File: src/hdl/assert_macros.svh
// Assertion macros shared by the receive chain and the top level.
// Needs nothing else; include by bare file name inside a module.
`ifndef ASSERT_MACROS_SVH
`define ASSERT_MACROS_SVH

// Check prop at every rising edge outside reset.
`define URFRB_ASSERT(lbl, clk, rstn, prop, msg) \
  lbl: assert property (@(posedge clk) disable iff (!rstn) (prop)) \
    else $error(msg);

// Check that trig implies prop in the cycle after trig.
`define URFRB_ASSERT_NEXT(lbl, clk, rstn, trig, prop, msg) \
  lbl: assert property (@(posedge clk) disable iff (!rstn) (trig) |=> (prop)) \
    else $error(msg);

`endif

File: src/hdl/urfrb_pkg.sv
// Shared types and constants of the UART receive-FIFO register block.
// No dependencies; imported by the interfaces and all modules.
package urfrb_pkg;

  localparam int unsigned RX_FIFO_DEPTH_DEF = 8;
  localparam int unsigned DATA_W            = 32;
  localparam int unsigned BYTE_W            = 8;
  localparam int unsigned OP_W              = 2;
  localparam int unsigned IDX_W             = 3;
  localparam int unsigned IRQ_RXWM_BIT      = 1;

  localparam logic [DATA_W-1:0] RX_EMPTY_CODE = 32'h8000_0000;

  typedef enum logic [OP_W-1:0] {
    OP_READ  = 2'd0,
    OP_WRITE = 2'd1,
    OP_LINE  = 2'd2
  } op_t;

  typedef enum logic [IDX_W-1:0] {
    REG_TXDATA = 3'd0,
    REG_RXDATA = 3'd1,
    REG_TXCTRL = 3'd2,
    REG_RXCTRL = 3'd3,
    REG_IE     = 3'd4,
    REG_IP     = 3'd5,
    REG_DIV    = 3'd6
  } reg_idx_t;

  typedef struct packed {
    logic push;
    logic pop;
  } rx_ctrl_t;

  typedef struct packed {
    logic empty;
    logic one;
    logic almost_full;
    logic full;
  } rx_stat_t;

  typedef struct packed {
    logic [DATA_W-1:0] read_data;
    logic              tx_valid;
    logic [BYTE_W-1:0] tx_byte;
    logic              irq_line;
    logic              rx_ready;
    logic              rx_dropped;
    logic              bad_access;
  } res_t;

endpackage

File: src/hdl/urfrb_if.sv
// Valid/ready channel interfaces for input items and result items.
// Depends on urfrb_pkg.
interface urfrb_in_if;
  import urfrb_pkg::*;

  logic              valid;
  logic              ready;
  logic [OP_W-1:0]   op;
  logic [IDX_W-1:0]  reg_index;
  logic [DATA_W-1:0] write_data;
  logic [BYTE_W-1:0] line_byte;

  modport source (output valid, output op, output reg_index, output write_data,
                  output line_byte, input ready);
  modport sink   (input valid, input op, input reg_index, input write_data,
                  input line_byte, output ready);
endinterface

interface urfrb_out_if;
  import urfrb_pkg::*;

  logic              valid;
  logic              ready;
  logic [DATA_W-1:0] read_data;
  logic              tx_valid;
  logic [BYTE_W-1:0] tx_byte;
  logic              irq_line;
  logic              rx_ready;
  logic              rx_dropped;
  logic              bad_access;

  modport source (output valid, output read_data, output tx_valid, output tx_byte,
                  output irq_line, output rx_ready, output rx_dropped,
                  output bad_access, input ready);
  modport sink   (input valid, input read_data, input tx_valid, input tx_byte,
                  input irq_line, input rx_ready, input rx_dropped,
                  input bad_access, output ready);
endinterface

File: src/hdl/urfrb_cell.sv
// One byte cell of the receive chain: loads a line byte or takes its neighbor's.
// Depends on urfrb_pkg.
module urfrb_cell (
  input  logic                      clk,
  input  logic                      load,
  input  logic                      shift,
  input  logic [urfrb_pkg::BYTE_W-1:0] load_byte,
  input  logic [urfrb_pkg::BYTE_W-1:0] next_byte,
  output logic [urfrb_pkg::BYTE_W-1:0] cell_byte
);
  import urfrb_pkg::*;

  logic [BYTE_W-1:0] byte_r;

  always_ff @(posedge clk) begin
    if (load) begin
      byte_r <= load_byte;
    end else if (shift) begin
      byte_r <= next_byte;
    end
  end

  assign cell_byte = byte_r;

endmodule

File: src/hdl/urfrb_rx_chain.sv
// Receive FIFO as a row of byte cells with the head in cell 0 and a fill count.
// Depends on urfrb_pkg, urfrb_cell and assert_macros.svh.
`include "assert_macros.svh"

module urfrb_rx_chain #(
  parameter int unsigned RX_FIFO_DEPTH = urfrb_pkg::RX_FIFO_DEPTH_DEF
) (
  input  logic                         clk,
  input  logic                         rst_n,
  input  urfrb_pkg::rx_ctrl_t          ctrl,
  input  logic [urfrb_pkg::BYTE_W-1:0] line_byte,
  output logic [urfrb_pkg::BYTE_W-1:0] head_byte,
  output urfrb_pkg::rx_stat_t          stat
);
  import urfrb_pkg::*;

  localparam int unsigned CW = $clog2(RX_FIFO_DEPTH + 1);

  logic [CW-1:0]     count_r;
  logic [CW-1:0]     count_nxt;
  logic [BYTE_W-1:0] cell_q [RX_FIFO_DEPTH];

  genvar i;
  generate
    for (i = 0; i < RX_FIFO_DEPTH; i++) begin : g_cell
      logic [BYTE_W-1:0] next_byte;
      if (i == RX_FIFO_DEPTH - 1) begin : g_tail
        assign next_byte = cell_q[i];
      end else begin : g_mid
        assign next_byte = cell_q[i+1];
      end
      urfrb_cell u_cell (
        .clk       (clk),
        .load      (ctrl.push && (count_r == CW'(i))),
        .shift     (ctrl.pop),
        .load_byte (line_byte),
        .next_byte (next_byte),
        .cell_byte (cell_q[i])
      );
    end
  endgenerate

  always_comb begin
    count_nxt = count_r;
    if (ctrl.push) begin
      count_nxt = count_r + CW'(1);
    end else if (ctrl.pop) begin
      count_nxt = count_r - CW'(1);
    end
  end

  always_ff @(posedge clk) begin
    if (!rst_n) begin
      count_r <= '0;
    end else begin
      count_r <= count_nxt;
    end
  end

  assign head_byte        = cell_q[0];
  assign stat.empty       = (count_r == '0);
  assign stat.one         = (count_r == CW'(1));
  assign stat.almost_full = (count_r == CW'(RX_FIFO_DEPTH - 1));
  assign stat.full        = (count_r == CW'(RX_FIFO_DEPTH));

  `URFRB_ASSERT(a_count_range, clk, rst_n, count_r <= CW'(RX_FIFO_DEPTH), "fill count overflow")
  `URFRB_ASSERT(a_no_push_full, clk, rst_n, !(ctrl.push && stat.full), "push into full chain")
  `URFRB_ASSERT(a_no_pop_empty, clk, rst_n, !(ctrl.pop && stat.empty), "pop from empty chain")

endmodule

File: src/hdl/uart_rx_fifo_register_block_top.sv
// Top level of the UART register block: decode, control registers, result register.
// Depends on urfrb_pkg, urfrb_if, urfrb_rx_chain and assert_macros.svh.
//
//  channel   | dir | beat contents
//  ----------+-----+------------------------------------------------------------
//  in_chan   | in  | op, reg_index, write_data, line_byte
//  out_chan  | out | read_data, tx_valid, tx_byte, irq_line, rx_ready,
//            |     | rx_dropped, bad_access
//
// One beat in per cycle if not stalled; one result out per beat, in the next cycle.
// All state (cell row, fill count, control registers) updates at the accept edge.
// The result register frees up in the same cycle it is drained, so in_chan is
// ready whenever out_chan is empty or is being taken; a stalled out_chan holds it.
// Reset (rst_n low, synchronous) empties the FIFO and clears ie, txctrl, rxctrl, div.
`include "assert_macros.svh"

module uart_rx_fifo_register_block_top #(
  parameter int unsigned RX_FIFO_DEPTH = urfrb_pkg::RX_FIFO_DEPTH_DEF
) (
  input  logic   clk,
  input  logic   rst_n,
  urfrb_in_if.sink    in_chan,
  urfrb_out_if.source out_chan
);
  import urfrb_pkg::*;

  logic              in_acc;
  rx_ctrl_t          ctrl;
  rx_stat_t          stat;
  logic [BYTE_W-1:0] head_byte;

  logic [DATA_W-1:0] ie_r, ie_nxt;
  logic [DATA_W-1:0] txctrl_r, txctrl_nxt;
  logic [DATA_W-1:0] rxctrl_r, rxctrl_nxt;
  logic [DATA_W-1:0] div_r, div_nxt;
  logic              out_valid_r;
  res_t              res_r, res_nxt;
  logic              empty_after;
  logic              full_after;

  assign in_chan.ready = !out_valid_r || out_chan.ready;
  assign in_acc        = in_chan.valid && in_chan.ready;

  urfrb_rx_chain #(
    .RX_FIFO_DEPTH (RX_FIFO_DEPTH)
  ) u_rx_chain (
    .clk       (clk),
    .rst_n     (rst_n),
    .ctrl      (ctrl),
    .line_byte (in_chan.line_byte),
    .head_byte (head_byte),
    .stat      (stat)
  );

  always_comb begin
    ctrl       = '0;
    res_nxt    = '0;
    ie_nxt     = ie_r;
    txctrl_nxt = txctrl_r;
    rxctrl_nxt = rxctrl_r;
    div_nxt    = div_r;
    if (in_acc) begin
      case (op_t'(in_chan.op))
        OP_READ: begin
          unique case (reg_idx_t'(in_chan.reg_index))
            REG_TXDATA: res_nxt.read_data = '0;
            REG_RXDATA: begin
              if (stat.empty) begin
                res_nxt.read_data = RX_EMPTY_CODE;
              end else begin
                res_nxt.read_data = {{(DATA_W-BYTE_W){1'b0}}, head_byte};
                ctrl.pop          = 1'b1;
              end
            end
            REG_TXCTRL: res_nxt.read_data = txctrl_r;
            REG_RXCTRL: res_nxt.read_data = rxctrl_r;
            REG_IE:     res_nxt.read_data = ie_r;
            REG_IP:     res_nxt.read_data[IRQ_RXWM_BIT] = !stat.empty;
            REG_DIV:    res_nxt.read_data = div_r;
            default:    res_nxt.bad_access = 1'b1;
          endcase
        end
        OP_WRITE: begin
          unique case (reg_idx_t'(in_chan.reg_index))
            REG_TXDATA: begin
              res_nxt.tx_valid = 1'b1;
              res_nxt.tx_byte  = in_chan.write_data[BYTE_W-1:0];
            end
            REG_TXCTRL: txctrl_nxt = in_chan.write_data;
            REG_RXCTRL: rxctrl_nxt = in_chan.write_data;
            REG_IE:     ie_nxt     = in_chan.write_data;
            REG_DIV:    div_nxt    = in_chan.write_data;
            default:    res_nxt.bad_access = 1'b1;
          endcase
        end
        OP_LINE: begin
          if (stat.full) begin
            res_nxt.rx_dropped = 1'b1;
          end else begin
            ctrl.push = 1'b1;
          end
        end
        default: res_nxt.read_data = '0;
      endcase
    end
    empty_after = ctrl.pop ? stat.one : (ctrl.push ? 1'b0 : stat.empty);
    full_after  = ctrl.push ? stat.almost_full : (ctrl.pop ? 1'b0 : stat.full);
    res_nxt.irq_line = ie_nxt[IRQ_RXWM_BIT] && !empty_after;
    res_nxt.rx_ready = !full_after;
  end

  always_ff @(posedge clk) begin
    if (!rst_n) begin
      ie_r        <= '0;
      txctrl_r    <= '0;
      rxctrl_r    <= '0;
      div_r       <= '0;
      out_valid_r <= 1'b0;
    end else begin
      ie_r     <= ie_nxt;
      txctrl_r <= txctrl_nxt;
      rxctrl_r <= rxctrl_nxt;
      div_r    <= div_nxt;
      if (in_acc) begin
        out_valid_r <= 1'b1;
      end else if (out_chan.ready) begin
        out_valid_r <= 1'b0;
      end
    end
  end

  always_ff @(posedge clk) begin
    if (in_acc) begin
      res_r <= res_nxt;
    end
  end

  assign out_chan.valid      = out_valid_r;
  assign out_chan.read_data  = res_r.read_data;
  assign out_chan.tx_valid   = res_r.tx_valid;
  assign out_chan.tx_byte    = res_r.tx_byte;
  assign out_chan.irq_line   = res_r.irq_line;
  assign out_chan.rx_ready   = res_r.rx_ready;
  assign out_chan.rx_dropped = res_r.rx_dropped;
  assign out_chan.bad_access = res_r.bad_access;

  `URFRB_ASSERT_NEXT(a_accept_gives_result, clk, rst_n, in_acc, out_valid_r, "beat lost")
  `URFRB_ASSERT_NEXT(a_full_drops, clk, rst_n,
    in_acc && (in_chan.op == OP_LINE) && stat.full, res_r.rx_dropped && !res_r.rx_ready,
    "line byte into full FIFO not dropped")
  `URFRB_ASSERT(a_irq_needs_enable, clk, rst_n,
    !(out_valid_r && res_r.irq_line && !ie_r[IRQ_RXWM_BIT]), "irq without enable")

endmodule

File: src/flat_wrapper.sv
// flat-port wrapper written by rule: the top's interface ports become plain ports
module uart_rx_fifo_register_block_top_flat import urfrb_pkg::*;
#(
  parameter int unsigned RX_FIFO_DEPTH = urfrb_pkg::RX_FIFO_DEPTH_DEF
)
  (clk, rst_n, in_chan_valid, in_chan_op, in_chan_reg_index, in_chan_write_data, in_chan_line_byte, in_chan_ready, out_chan_valid, out_chan_read_data, out_chan_tx_valid, out_chan_tx_byte, out_chan_irq_line, out_chan_rx_ready, out_chan_rx_dropped, out_chan_bad_access, out_chan_ready);
  urfrb_in_if in_chan_i ();
  urfrb_out_if out_chan_i ();
  input  logic clk;
  input  logic rst_n;
  input wire logic [$bits(in_chan_i.valid)-1:0] in_chan_valid;
  input wire logic [$bits(in_chan_i.op)-1:0] in_chan_op;
  input wire logic [$bits(in_chan_i.reg_index)-1:0] in_chan_reg_index;
  input wire logic [$bits(in_chan_i.write_data)-1:0] in_chan_write_data;
  input wire logic [$bits(in_chan_i.line_byte)-1:0] in_chan_line_byte;
  output wire logic [$bits(in_chan_i.ready)-1:0] in_chan_ready;
  output wire logic [$bits(out_chan_i.valid)-1:0] out_chan_valid;
  output wire logic [$bits(out_chan_i.read_data)-1:0] out_chan_read_data;
  output wire logic [$bits(out_chan_i.tx_valid)-1:0] out_chan_tx_valid;
  output wire logic [$bits(out_chan_i.tx_byte)-1:0] out_chan_tx_byte;
  output wire logic [$bits(out_chan_i.irq_line)-1:0] out_chan_irq_line;
  output wire logic [$bits(out_chan_i.rx_ready)-1:0] out_chan_rx_ready;
  output wire logic [$bits(out_chan_i.rx_dropped)-1:0] out_chan_rx_dropped;
  output wire logic [$bits(out_chan_i.bad_access)-1:0] out_chan_bad_access;
  input wire logic [$bits(out_chan_i.ready)-1:0] out_chan_ready;
  assign in_chan_i.valid = in_chan_valid;
  assign in_chan_i.op = in_chan_op;
  assign in_chan_i.reg_index = in_chan_reg_index;
  assign in_chan_i.write_data = in_chan_write_data;
  assign in_chan_i.line_byte = in_chan_line_byte;
  assign in_chan_ready = in_chan_i.ready;
  assign out_chan_valid = out_chan_i.valid;
  assign out_chan_read_data = out_chan_i.read_data;
  assign out_chan_tx_valid = out_chan_i.tx_valid;
  assign out_chan_tx_byte = out_chan_i.tx_byte;
  assign out_chan_irq_line = out_chan_i.irq_line;
  assign out_chan_rx_ready = out_chan_i.rx_ready;
  assign out_chan_rx_dropped = out_chan_i.rx_dropped;
  assign out_chan_bad_access = out_chan_i.bad_access;
  assign out_chan_i.ready = out_chan_ready;
  uart_rx_fifo_register_block_top #(.RX_FIFO_DEPTH(RX_FIFO_DEPTH)) u_core (.clk(clk), .rst_n(rst_n), .in_chan(in_chan_i), .out_chan(out_chan_i));
endmodule
File: config.mk
export PLATFORM = sky130hd
export DESIGN_NAME = uart_rx_fifo_register_block_top_flat
export DESIGN_NICKNAME = d
export VERILOG_FILES = /design/src/hdl/urfrb_pkg.sv /design/src/hdl/urfrb_if.sv /design/src/hdl/urfrb_cell.sv /design/src/hdl/urfrb_rx_chain.sv /design/src/hdl/uart_rx_fifo_register_block_top.sv /design/src/flat_wrapper.sv
export VERILOG_INCLUDE_DIRS = /design/src /design/src/hdl
export SDC_FILE = /design/constraint.sdc
export NUM_CORES = 1
export LEC_CHECK = 0
export ABC_CLOCK_PERIOD_IN_PS = 3400
export BUFFER_PORTS_ARGS = -buffer_cell sky130_fd_sc_hd__buf_2
export CORE_MARGIN = 10
export CORE_UTILIZATION = 30
export CTS_CLUSTER_SIZE = 12
export DETAILED_ROUTE_END_ITERATION = 10
export PLACE_DENSITY_LB_ADDON = 0.05
export SLEW_MARGIN = 30
export SYNTH_ARGS = -nofsm -noshare
export SYNTH_HDL_FRONTEND = slang
export SYNTH_SLANG_ARGS = --single-unit
export TNS_END_PERCENT = 5
File: constraint.sdc
create_clock -name clk -period 3.4 [get_ports clk]
set_clock_uncertainty 0.15 [all_clocks]
set_input_delay 0.51 -clock clk [delete_from_list [all_inputs] [get_ports clk]]
set_output_delay 0.51 -clock clk [all_outputs]
set_load 0.02 [all_outputs]
==> impl_metrics.tcl, run 1 <==
set metrics [dict create \
    row_count 66 \
    cts_buffers 30 \
    fin_ws_ns 0.691 \
    cts_root_buffer "clkbuf_16" \
    synth_area_sq_um 9800 \
    synth.distinct_cells 42 \
    hpwl_um 18200 \
    grt_use_total 0.140 \
    pre_cts_slack_ns 0.588 \
    yosysTopAreaCell "edfxtp_1" \
    portBuffers 95 \
    criticalPathCategory "reg -> reg" \
    synthMuxAreaShare 0.0684 \
    synth_top_area_share 0.334 \
    drcViolationCount 0 \
    seq_area_frac_synth 0.606 \
    final_nets 1103 \
    ys.flop_type "dfxtp_1" \
    drt_wl_total_um 29000 \
    grt_overflow 0 \
    final-setup-viol-count 0 \
    synth-edff-count 109 \
    grt_max_degree 51 \
    synth_top_family_by_area "simple AND/OR/NAND/NOR gates" \
    tns_ns 0 \
    clock_path_buffers 3 \
    period_share 0.797 \
    rsz0062_at_grt "no" \
    critPathMaxFanout 10 \
    worst_hold_path_type "in -> reg" \
    period_needed_ns 2.71 \
    die_height_um 201 \
    worst_setup_path_end_kind "register" \
    worstSetupStartpoint "u_core.u_rx_chain.count_r[0]" \
    via_per_inst 4.82 \
    synth_nets 1011 \
    outcome "complete, no violations" \
    hold_buffers 0 \
    htreeDepth 1 \
    synth-adder-area-share 0.00638 \
    via_count 7309 \
    ant_nets 0 \
    cp.required_ns 3.46 \
    max_slew.worst_pin.slew_ns 0.731 \
    design.core.area_sq_um 32400 \
    power_leakage_nw 3.98 \
    synthCells 957 \
    crit_path_start_kind "register" \
    post_synth.cell_area_avg_sq_um 10.2 \
    area_growth_pct 20.4 \
    clk_latency_ns 0.56 \
    dieArea_sq_um 40300 \
    antenna_found_initial 1 \
    hold_viol_final 0 \
    crit_arrival_ns 2.77 \
    wl_per_cell_um 19.1 \
    reg2reg_depth 6 \
    ys_ff_latch 242 \
    slew-limit-headroom 0.513 \
    fp.dieW_um 201 \
    peakVddDrop_mv 0.354 \
    synth-xor-area-share 0.000894 \
    drive_gt1_frac 0.215 \
    rr_startpoint "u_core.u_rx_chain.count_r[0]" \
    slew_violations 0 \
    cts_tree "yes" \
    synth_compound_area_frac 0.144 \
    post_cts_resized 0 \
    timing.rr.end "u_core.u_rx_chain.g_cell[2].u_cell.cell_byte[4]" \
    dr.pass1.iters 5 \
    cap_violations 0 \
    endpoint "u_core.u_rx_chain.g_cell[2].u_cell.cell_byte[4]" \
    gp_congestion 0.735 \
    start_util 0.303 \
    drt_iter0_drc 383 \
    powerDensity_nw_per_um2 556 \
    synth.area.top_cells "edfxtp_1 (33%), dfxtp_1 (27%), nand2_1 (11%), a21oi_1 (8.2%), mux2_2 (5.5%)" \
    yosys_warnings 0 \
    grt_pass1_wl_um 45300 \
    io_pins 96 \
    rrSetupSlack_ns 0.69 \
    synthSimpleGateAreaFrac 0.144 \
    fmax_ghz 0.369 \
    async_flop_share 0 \
    cts_setup_buffers 0 \
    grt_pass1_vias 7459 \
    cts.clk_slew.worst_paths_ns 0.06 \
    cts_sinks 242 \
]
state kept, by name, summed over array words and instances (netlist names), 4 cells and up:
signal and cells:
u_core.u_rx_chain.count_r 4, u_core.u_rx_chain.g_cell.u_cell.cell_byte 64, u_core.div_r 32, u_core.rxctrl_r 32
u_core.ie_r 32, u_core.out_chan.read_data 32, u_core.out_chan.tx_byte 8, u_core.txctrl_r 32
per-stage QoR:
stage / instances / power (mW) / utilization / area (sq um) / hold WS (ns)
finish: 1516 / 6.56 / 0.364 / 11800 / 0.0760
global route: 1516 / 6.81 / 0.364 / 11800 / 0.0603
CTS: 1515 / 6.67 / 0.364 / 11800 / 0.0541
detailed placement: 1459 / 3.53 / 0.335 / 10800 / 0.296
global placement: 1459 / 3.53 / 0.335 / 10800 / 0.291
floorplan: 957 / 3.35 / - / 9800 / 0.286
Yosys cell counts (2+ instances only):
master and instances:
nand2b_1 3, o21ai_0 2, nor2_1 10, or3_1 2, nor3_1 4, o21a_1 4, a31oi_1 7, a21oi_1 161
mux2_2 48, nand2_1 282, and3_1 3, a22oi_1 60, ha_1 5, inv_1 7, nor3b_1 2, buf_2 17
nor3b_2 2, and2_1 14, clkbuf_1 46, edfxtp_1 109, nand3_1 4, mux2i_1 4, mux2_1 8, nand2_2 3
dfxtp_1 133
worst max-delay path, stage by stage (launching register included):
cell and delay, ns:
dfxtp_1 0.43, inv_1 0.12, ha_1 0.27, nor3b_4 0.20, nor3_4 0.39, nand2_1 0.36
nand2_1 0.44
kinds of logic (layout without fill, tap and decap cells):
group / Yosys count / in the layout
AO/OA/AOI/OAI: 241 / 241
XOR/XNOR: 1 / 1
adder cells (fa/ha/maj): 5 / 5
buffers and inverters: 72 / 188
flip-flops: 242 / 242
multiplexers: 60 / 60
other: 0 / 1
AND/OR/NAND/NOR: 336 / 336
layout by cell type (no fill, tap or decap), types with 7 or more instances in the layout:
cell       count
clkbuf_1      10
mux2_1         8
a22oi_1       60
clkbuf_16     32
inv_1          7
nand2_1      282
edfxtp_1     109
dfxtp_1      133
nor2_1         9
mux2_2        48
a31oi_1        7
buf_2         95
a21oi_1      161
buf_4         26
and2_1        14
per-layer routing:
metal	GRT usage	wire length, um	vias to the layer above
met4	0.0384	532	0
met2	0.236	14000	117
met5	0	0	-
li1	-	-	3559
met1	0.182	13400	3594
met3	0.0231	1070	39
layout make-up:
| type | count | area [sq um] |
|---|---|---|
| Tap cell | 442 | 553 |
| Inverter | 8 | 31.3 |
| Sequential cell | 242 | 5940 |
| Clock inverter | 11 | 78.8 |
| Timing Repair Buffer | 124 | 731 |
| Fill cell | 3338 | 20600 |
| Antenna cell | 1 | 2.50 |
| Multi-Input combinational cell | 643 | 3580 |
| Clock buffer | 45 | 880 |
worst min path at each step:
stage	cells after the start	end	from
floorplan	2	u_core.ie_r[31]	u_core.ie_r[31]
global placement	2	u_core.txctrl_r[20]	u_core.txctrl_r[20]
detailed placement	2	u_core.div_r[30]	u_core.div_r[30]
CTS	3	u_core.div_r[27]	in_chan_write_data[27]
global route	3	u_core.txctrl_r[27]	in_chan_write_data[27]
finish	3	u_core.div_r[27]	in_chan_write_data[27]
power breakdown:
part / leakage [nW] / switching (mW) / internal [mW]
Sequential: 2.10 / 0.0185 / 3.08
Combinational: 1.41 / 0.254 / 0.105
Clock: 0.475 / 1.25 / 1.85
Power figures use the tool's default switching activity.
==> run 2, diff against run 1 <==
--- a/config.mk
+++ b/config.mk
@@ -6,7 +6,7 @@
 export SDC_FILE = /design/constraint.sdc
 export NUM_CORES = 1
 export LEC_CHECK = 0
-export ABC_CLOCK_PERIOD_IN_PS = 3400
+export ABC_CLOCK_PERIOD_IN_PS = 2400
 export BUFFER_PORTS_ARGS = -buffer_cell sky130_fd_sc_hd__buf_2
 export CORE_MARGIN = 10
 export CORE_UTILIZATION = 30
==> constraint.sdc (replaced) <==
create_clock -name clk -period 2.4 [get_ports clk]
set_clock_uncertainty 0.15 [all_clocks]
set_input_delay 0.36 -clock clk [delete_from_list [all_inputs] [get_ports clk]]
set_output_delay 0.36 -clock clk [all_outputs]
set_load 0.02 [all_outputs]
==> run 2 against run 1 <==
Against the previous run: first-iteration DRC count up 22%; setup slack worse by 0.49 ns; sequential share of layout area down 3.3 points; cell area increased by 6.9%; count of clock-buffer cells in the layout up 2; die area stayed put; hold slack lost 0.038 ns; critical path type unchanged; clock power rose by 48%; via count is 2.2% higher; largest cell class unchanged; total power up 46%; critical endpoint is now u_core.u_rx_chain.g_cell[3].u_cell.cell_byte[2]; combinational power rose by 69%.
==> impl_metrics.tcl, run 2 (synthesis gave the netlist of run 1 again) <==
set metrics [dict create \
    cts_tree "yes" \
    via_per_inst 4.73 \
    cpMostUsedCell "nand2_1" \
    drcViolationCount 0 \
    fin_cells 1579 \
    cp.required_ns 2.45 \
    antenna_cells 0 \
    cts_buffers 30 \
    row_count 66 \
    fmax_ghz 0.454 \
    ant_nets 0 \
    clk_latency_ns 0.54 \
    max_slew.worst_pin.slew_ns 0.710 \
    antenna_found_initial 2 \
    p_clk_frac 0.479 \
    dieArea_sq_um 40300 \
    crit_chain "inv_1 > ha_1 > nor3b_4 > nor3_4 > nand2_1 > buf_4 > nand2_1" \
    outcome "complete, no violations" \
    via_count 7467 \
    powerDensity_nw_per_um2 760 \
    htreeDepth 1 \
    internal_power_mw 7.45 \
    portBuffers 95 \
    drt_wl_total_um 29000 \
    grt_pass1_vias 7836 \
    wl_per_cell_um 18.4 \
    final-setup-viol-count 0 \
    period_needed_ns 2.20 \
    worst_hold_path_type "in -> reg" \
    cts_sinks 242 \
    drt_iter0_drc 466 \
    post_cts_resized 0 \
    reg2reg_depth 7 \
    slowest_stage "dfxtp_1" \
    crit_path_start_kind "register" \
    slowest_delay_ns 0.44 \
    slew_violations 0 \
    die_height_um 201 \
    critPathMaxFanout 8 \
    cts_root_buffer "clkbuf_16" \
    dr.pass1.iters 5 \
    criticalPathCategory "reg -> reg" \
    power_frac_seq 0.458 \
    grt_overflow 0 \
    dp.cells 1480 \
    start_util 0.303 \
    cts.clk_slew.worst_paths_ns 0.06 \
    tns_ns 0 \
    grt_max_degree 46 \
    crit_arrival_ns 2.25 \
    layout_commonest_cell "nand2_1" \
    clock_path_buffers 3 \
    fp.dieW_um 201 \
    hold-path-cell-count 2 \
    cap_violations 0 \
    drive_gt1_frac 0.228 \
    hold_viol_final 0 \
    slew-limit-headroom 0.526 \
    period_share 0.918 \
    io_pins 96 \
    power_leakage_nw 4.35 \
    final_nets 1167 \
    area_growth_pct 28.7 \
    gp_congestion 0.749 \
    whs_ns 0.0384 \
    switchingPower_mw 2.13 \
    design.core.area_sq_um 32400 \
    hpwl_um 18500 \
    grt_use_total 0.142 \
    netSwitchingFraction 0.223 \
    final_cell_mix "nand2_1 (282), a21oi_1 (161), dfxtp_1 (133), edfxtp_1 (109), buf_2 (95)" \
    peakVddDrop_mv 0.458 \
    grt_pass1_wl_um 46000 \
    largest_reg_flops 64 \
    worst_setup_path_end_kind "register" \
    rsz0062_at_grt "no" \
    power_frac_comb 0.063 \
]
==> run 2: stage by stage <==
stage	area [sq um]	setup WS, ns	power, mW	utilization
2_1_floorplan	9800	0.188	4.74	-
3_3_place_gp	11200	0.146	5.04	0.345
3_5_place_dp	11200	0.132	5.04	0.345
4_1_cts	12600	0.164	9.76	0.389
5_1_grt	12600	0.0321	9.96	0.389
6_report	12600	0.196	9.58	0.389
==> run 2: layout make-up <==
class | count | area, sq um
repair buffers | 188 | 1480
flip-flops and latches | 242 | 5940
inverters | 8 | 31.3
multi-input cells | 643 | 3580
fillers | 3279 | 19800
clock buffers | 47 | 928
clock inverters | 9 | 96.3
well taps | 442 | 553
==> run 2: power by group through the flow <==
stage                     registers (mW)  logic, mW  clock network, mW
after CTS                           4.39      0.623               4.75
after floorplan                     4.52      0.224                  0
after global placement              4.47      0.571                  0
final                               4.39      0.606               4.59
after detailed placement            4.47      0.566                  0
after global routing                4.39      0.663               4.91
==> run 2: worst max-delay path, delay by kind of cell, from the launching register on <==
family | cells | cell delay [ns]
buffers and inverters | 2 | 0.29
and+or+nand+nor | 4 | 0.76
DFF | 1 | 0.44
adders and majority gates | 1 | 0.22
==> run 2: timing repair <==
item,CTS,global route
buffers inserted,0,0
hold buffers,43,0
hold endpoints to repair,140,0
==> run 2: metal layers <==
layer,share of wire,vias to the layer above,GRT usage
met5,0,-,0
met4,0.019,0,0.0354
met3,0.038,39,0.0203
met2,0.49,133,0.246
met1,0.46,3619,0.181
li1,-,3676,-
==> run 2: final timing paths <==
check | startpoint | end | slack, ns
hold / removal | in_chan_op[0] | u_core.out_chan.read_data[1] | 0.04
hold reg to reg | u_core.txctrl_r[26] | u_core.txctrl_r[26] | 0.30
setup reg to reg | u_core.u_rx_chain.count_r[0] | u_core.u_rx_chain.g_cell[3].u_cell.cell_byte[2] | 0.20
setup / recovery | u_core.u_rx_chain.count_r[0] | u_core.u_rx_chain.g_cell[3].u_cell.cell_byte[2] | 0.20
==> run 3, diff against run 2 <==
--- a/config.mk
+++ b/config.mk
@@ -6,6 +6,7 @@
 export SDC_FILE = /design/constraint.sdc
 export NUM_CORES = 1
 export LEC_CHECK = 0
+export ABC_AREA = 1
 export ABC_CLOCK_PERIOD_IN_PS = 2400
 export BUFFER_PORTS_ARGS = -buffer_cell sky130_fd_sc_hd__buf_2
 export CORE_MARGIN = 10
==> run 3 against run 2 <==
Against the previous run: cell area shrank 2.9%; clock power is 11% lower; largest power group is now sequential cells; critical endpoint is now u_core.u_rx_chain.g_cell[0].u_cell.cell_byte[6]; non-clock buffer count fell by 24; fmax decreased by 0.77%; largest cell class unchanged.
==> impl_metrics.tcl, run 3 <==
set metrics [dict create \
    outcome "complete, no violations" \
    drcViolationCount 0 \
    cap_violations 0 \
    critPathMaxFanout 17 \
    crit_path_start_kind "register" \
    antenna_cells 0 \
    dr.pass1.iters 5 \
    hpwl_um 17000 \
    design.core.area_sq_um 32500 \
    fin_util 0.376 \
    max_slew.worst_pin.slew_ns 0.622 \
    gp_congestion 0.739 \
    grt_pass1_wl_um 41300 \
    ys.flop_type "dfxtp_1" \
    synthCells 1082 \
    crit_arrival_ns 2.27 \
    synth_nets 1136 \
    powerDensity_nw_per_um2 742 \
    drt_iter0_drc 330 \
    drive_gt1_frac 0.153 \
    wl_per_cell_um 15.4 \
    async_flop_share 0 \
    period_share 0.925 \
    area_growth_pct 23.8 \
    rrSetupSlack_ns 0.18 \
    layout_commonest_cell "o21ai_0" \
    grt_max_degree 55 \
    grt_use_met3 0.0238 \
    grt-busiest-layer "met2" \
    power_leakage_nw 4.54 \
    fp.dieW_um 202 \
    criticalPathCategory "reg -> reg" \
    via_count 7454 \
    final_cell_area_sq_um 12200 \
    fmax_ghz 0.450 \
    yosys_warnings 0 \
    final_cell_mix "o21ai_0 (164), inv_1 (152), a21oi_1 (135), dfxtp_1 (133), edfxtp_1 (109)" \
    peakVddDrop_mv 0.568 \
    htreeDepth 1 \
    placed_area_sq_um 11000 \
    grt_pass1_vias 7140 \
    dieArea_sq_um 40600 \
    cts.clk_slew.worst_paths_ns 0.06 \
    grt_use_total 0.125 \
    ys_ff_latch 242 \
    synth_top_area_share 0.331 \
    cts_buffers 29 \
    io_pins 96 \
    pre_cts_slack_ns 0.167 \
    die_height_um 202 \
    yosysTopAreaCell "edfxtp_1" \
    fin_ws_ns 0.179 \
    seq_area_frac_synth 0.600 \
    rsz0062_at_grt "no" \
    row_count 66 \
    synth.area.top_cells "edfxtp_1 (33%), dfxtp_1 (27%), o21ai_0 (8.3%), a21oi_1 (6.8%), inv_1 (5.8%)" \
    cts_sinks 242 \
    cts_setup_buffers 0 \
    met1_usage 0.171 \
    slew-limit-headroom 0.585 \
    tns_ns 0 \
    synth.distinct_cells 30 \
    cp.required_ns 2.45 \
    worst_setup_path_end_kind "register" \
    antenna_found_initial 0 \
    final_nets 1268 \
    ys_top_cells_by_count "o21ai_0 (164), inv_1 (152), a21oi_1 (135)" \
    yosysMostFrequentCell "o21ai_0" \
    via_per_inst 4.45 \
    post_synth.cell_area_avg_sq_um 9.14 \
    hold_viol_final 0 \
    clk_latency_ns 0.54 \
    grt_use_met2 0.199 \
    portBuffers 95 \
    ant_nets 0 \
    start_util 0.304 \
    slew_violations 0 \
    period_needed_ns 2.22 \
    synth-edff-count 109 \
    worst_hold_path_type "in -> reg" \
    largest_reg_flops 64 \
    grt_overflow 0 \
    clock_path_buffers 3 \
    final-setup-viol-count 0 \
    cts_root_buffer "clkbuf_16" \
    drt_wl_total_um 25800 \
    synth_area_sq_um 9890 \
    cts_tree "yes" \
]
-- run 3: changes by cell type in the layout (fill, tap and decap cells not counted), moves of 26 or more --
cell,previous run,this run
o21ai_0,2,164
o22ai_1,0,54
nand2_1,282,96
inv_1,7,152
mux2_2,48,0
o21ai_1,0,33
a22oi_1,60,1
nor2_1,9,88
a21oi_1,161,135
-- run 3: layer usage --
layer  vias to the layer above  part of all wire  wire length (um)
met1                      3372              0.50             12800
met5                         -                 0                 0
met4                         0             0.017               428
li1                       3933                 -                 -
met2                       115              0.45             11500
met3                        34             0.041              1050
-- run 3: layout make-up --
type                    count  area (sq um)
clock buffers              46           830
clock inverters             5          47.5
fillers                  3344         20300
inverters                 154           578
multi-input cells         623          3120
flip-flops and latches    242          5940
well taps                 442           553
repair buffers            164          1180
-- run 3: report_power, final --
| part | leakage (nW) | switching, mW | internal [mW] |
|---|---|---|---|
| Clock | 0.427 | 1.65 | 2.44 |
| Combinational | 2.01 | 0.393 | 0.201 |
| Sequential | 2.10 | 0.0246 | 4.37 |
| Total | 4.54 | 2.06 | 7.01 |
-- run 3: path summary, 6_finish.rpt --
check                                     from                                              end  depth (start not counted)
setup / recovery  u_core.u_rx_chain.count_r[0]  u_core.u_rx_chain.g_cell[0].u_cell.cell_byte[6]                          8
hold / removal          in_chan_write_data[21]                              u_core.rxctrl_r[21]                          3
setup reg to reg  u_core.u_rx_chain.count_r[0]  u_core.u_rx_chain.g_cell[0].u_cell.cell_byte[6]                          8
hold reg to reg                u_core.div_r[0]                                  u_core.div_r[0]                          2
-- run 3: timing repair --
action,4_1_cts,5_1_grt
gates resized for setup,0,1
endpoints found under the setup margin,0,58
hold buffers,33,0
hold endpoints to repair,63,0
-- run 3: logic make-up (layout without fill, tap and decap cells) --
kind of cell	Yosys count	count (layout)	share of synthesized area
buffers and inverters	217	369	0.0858
xor gates and xnor gates	3	3	0.00266
DFF	242	242	0.600
and+or+nand+nor	224	224	0.0986
AOI/OAI and AO/OA	391	391	0.206
adders and majority gates	5	5	0.00633
-- run 3: worst max-delay path, stage by stage (launching register included) --
cell and delay (ns):
dfxtp_1 0.39, inv_1 0.14, ha_1 0.31, nand3_2 0.13, nand2_2 0.08, nor2_4 0.10
buf_12 0.16, nand2_4 0.12, nand2_1 0.30
-- run 3: through the flow --
step           instances  hold WS [ns]  total power, mW
6_report            1676        0.0146             9.08
5_1_grt             1676        0.0284             9.47
4_1_cts             1676      0.000537             9.24
3_5_place_dp        1592         0.288             5.05
3_3_place_gp        1592         0.282             5.05
2_1_floorplan       1082         0.274             4.79
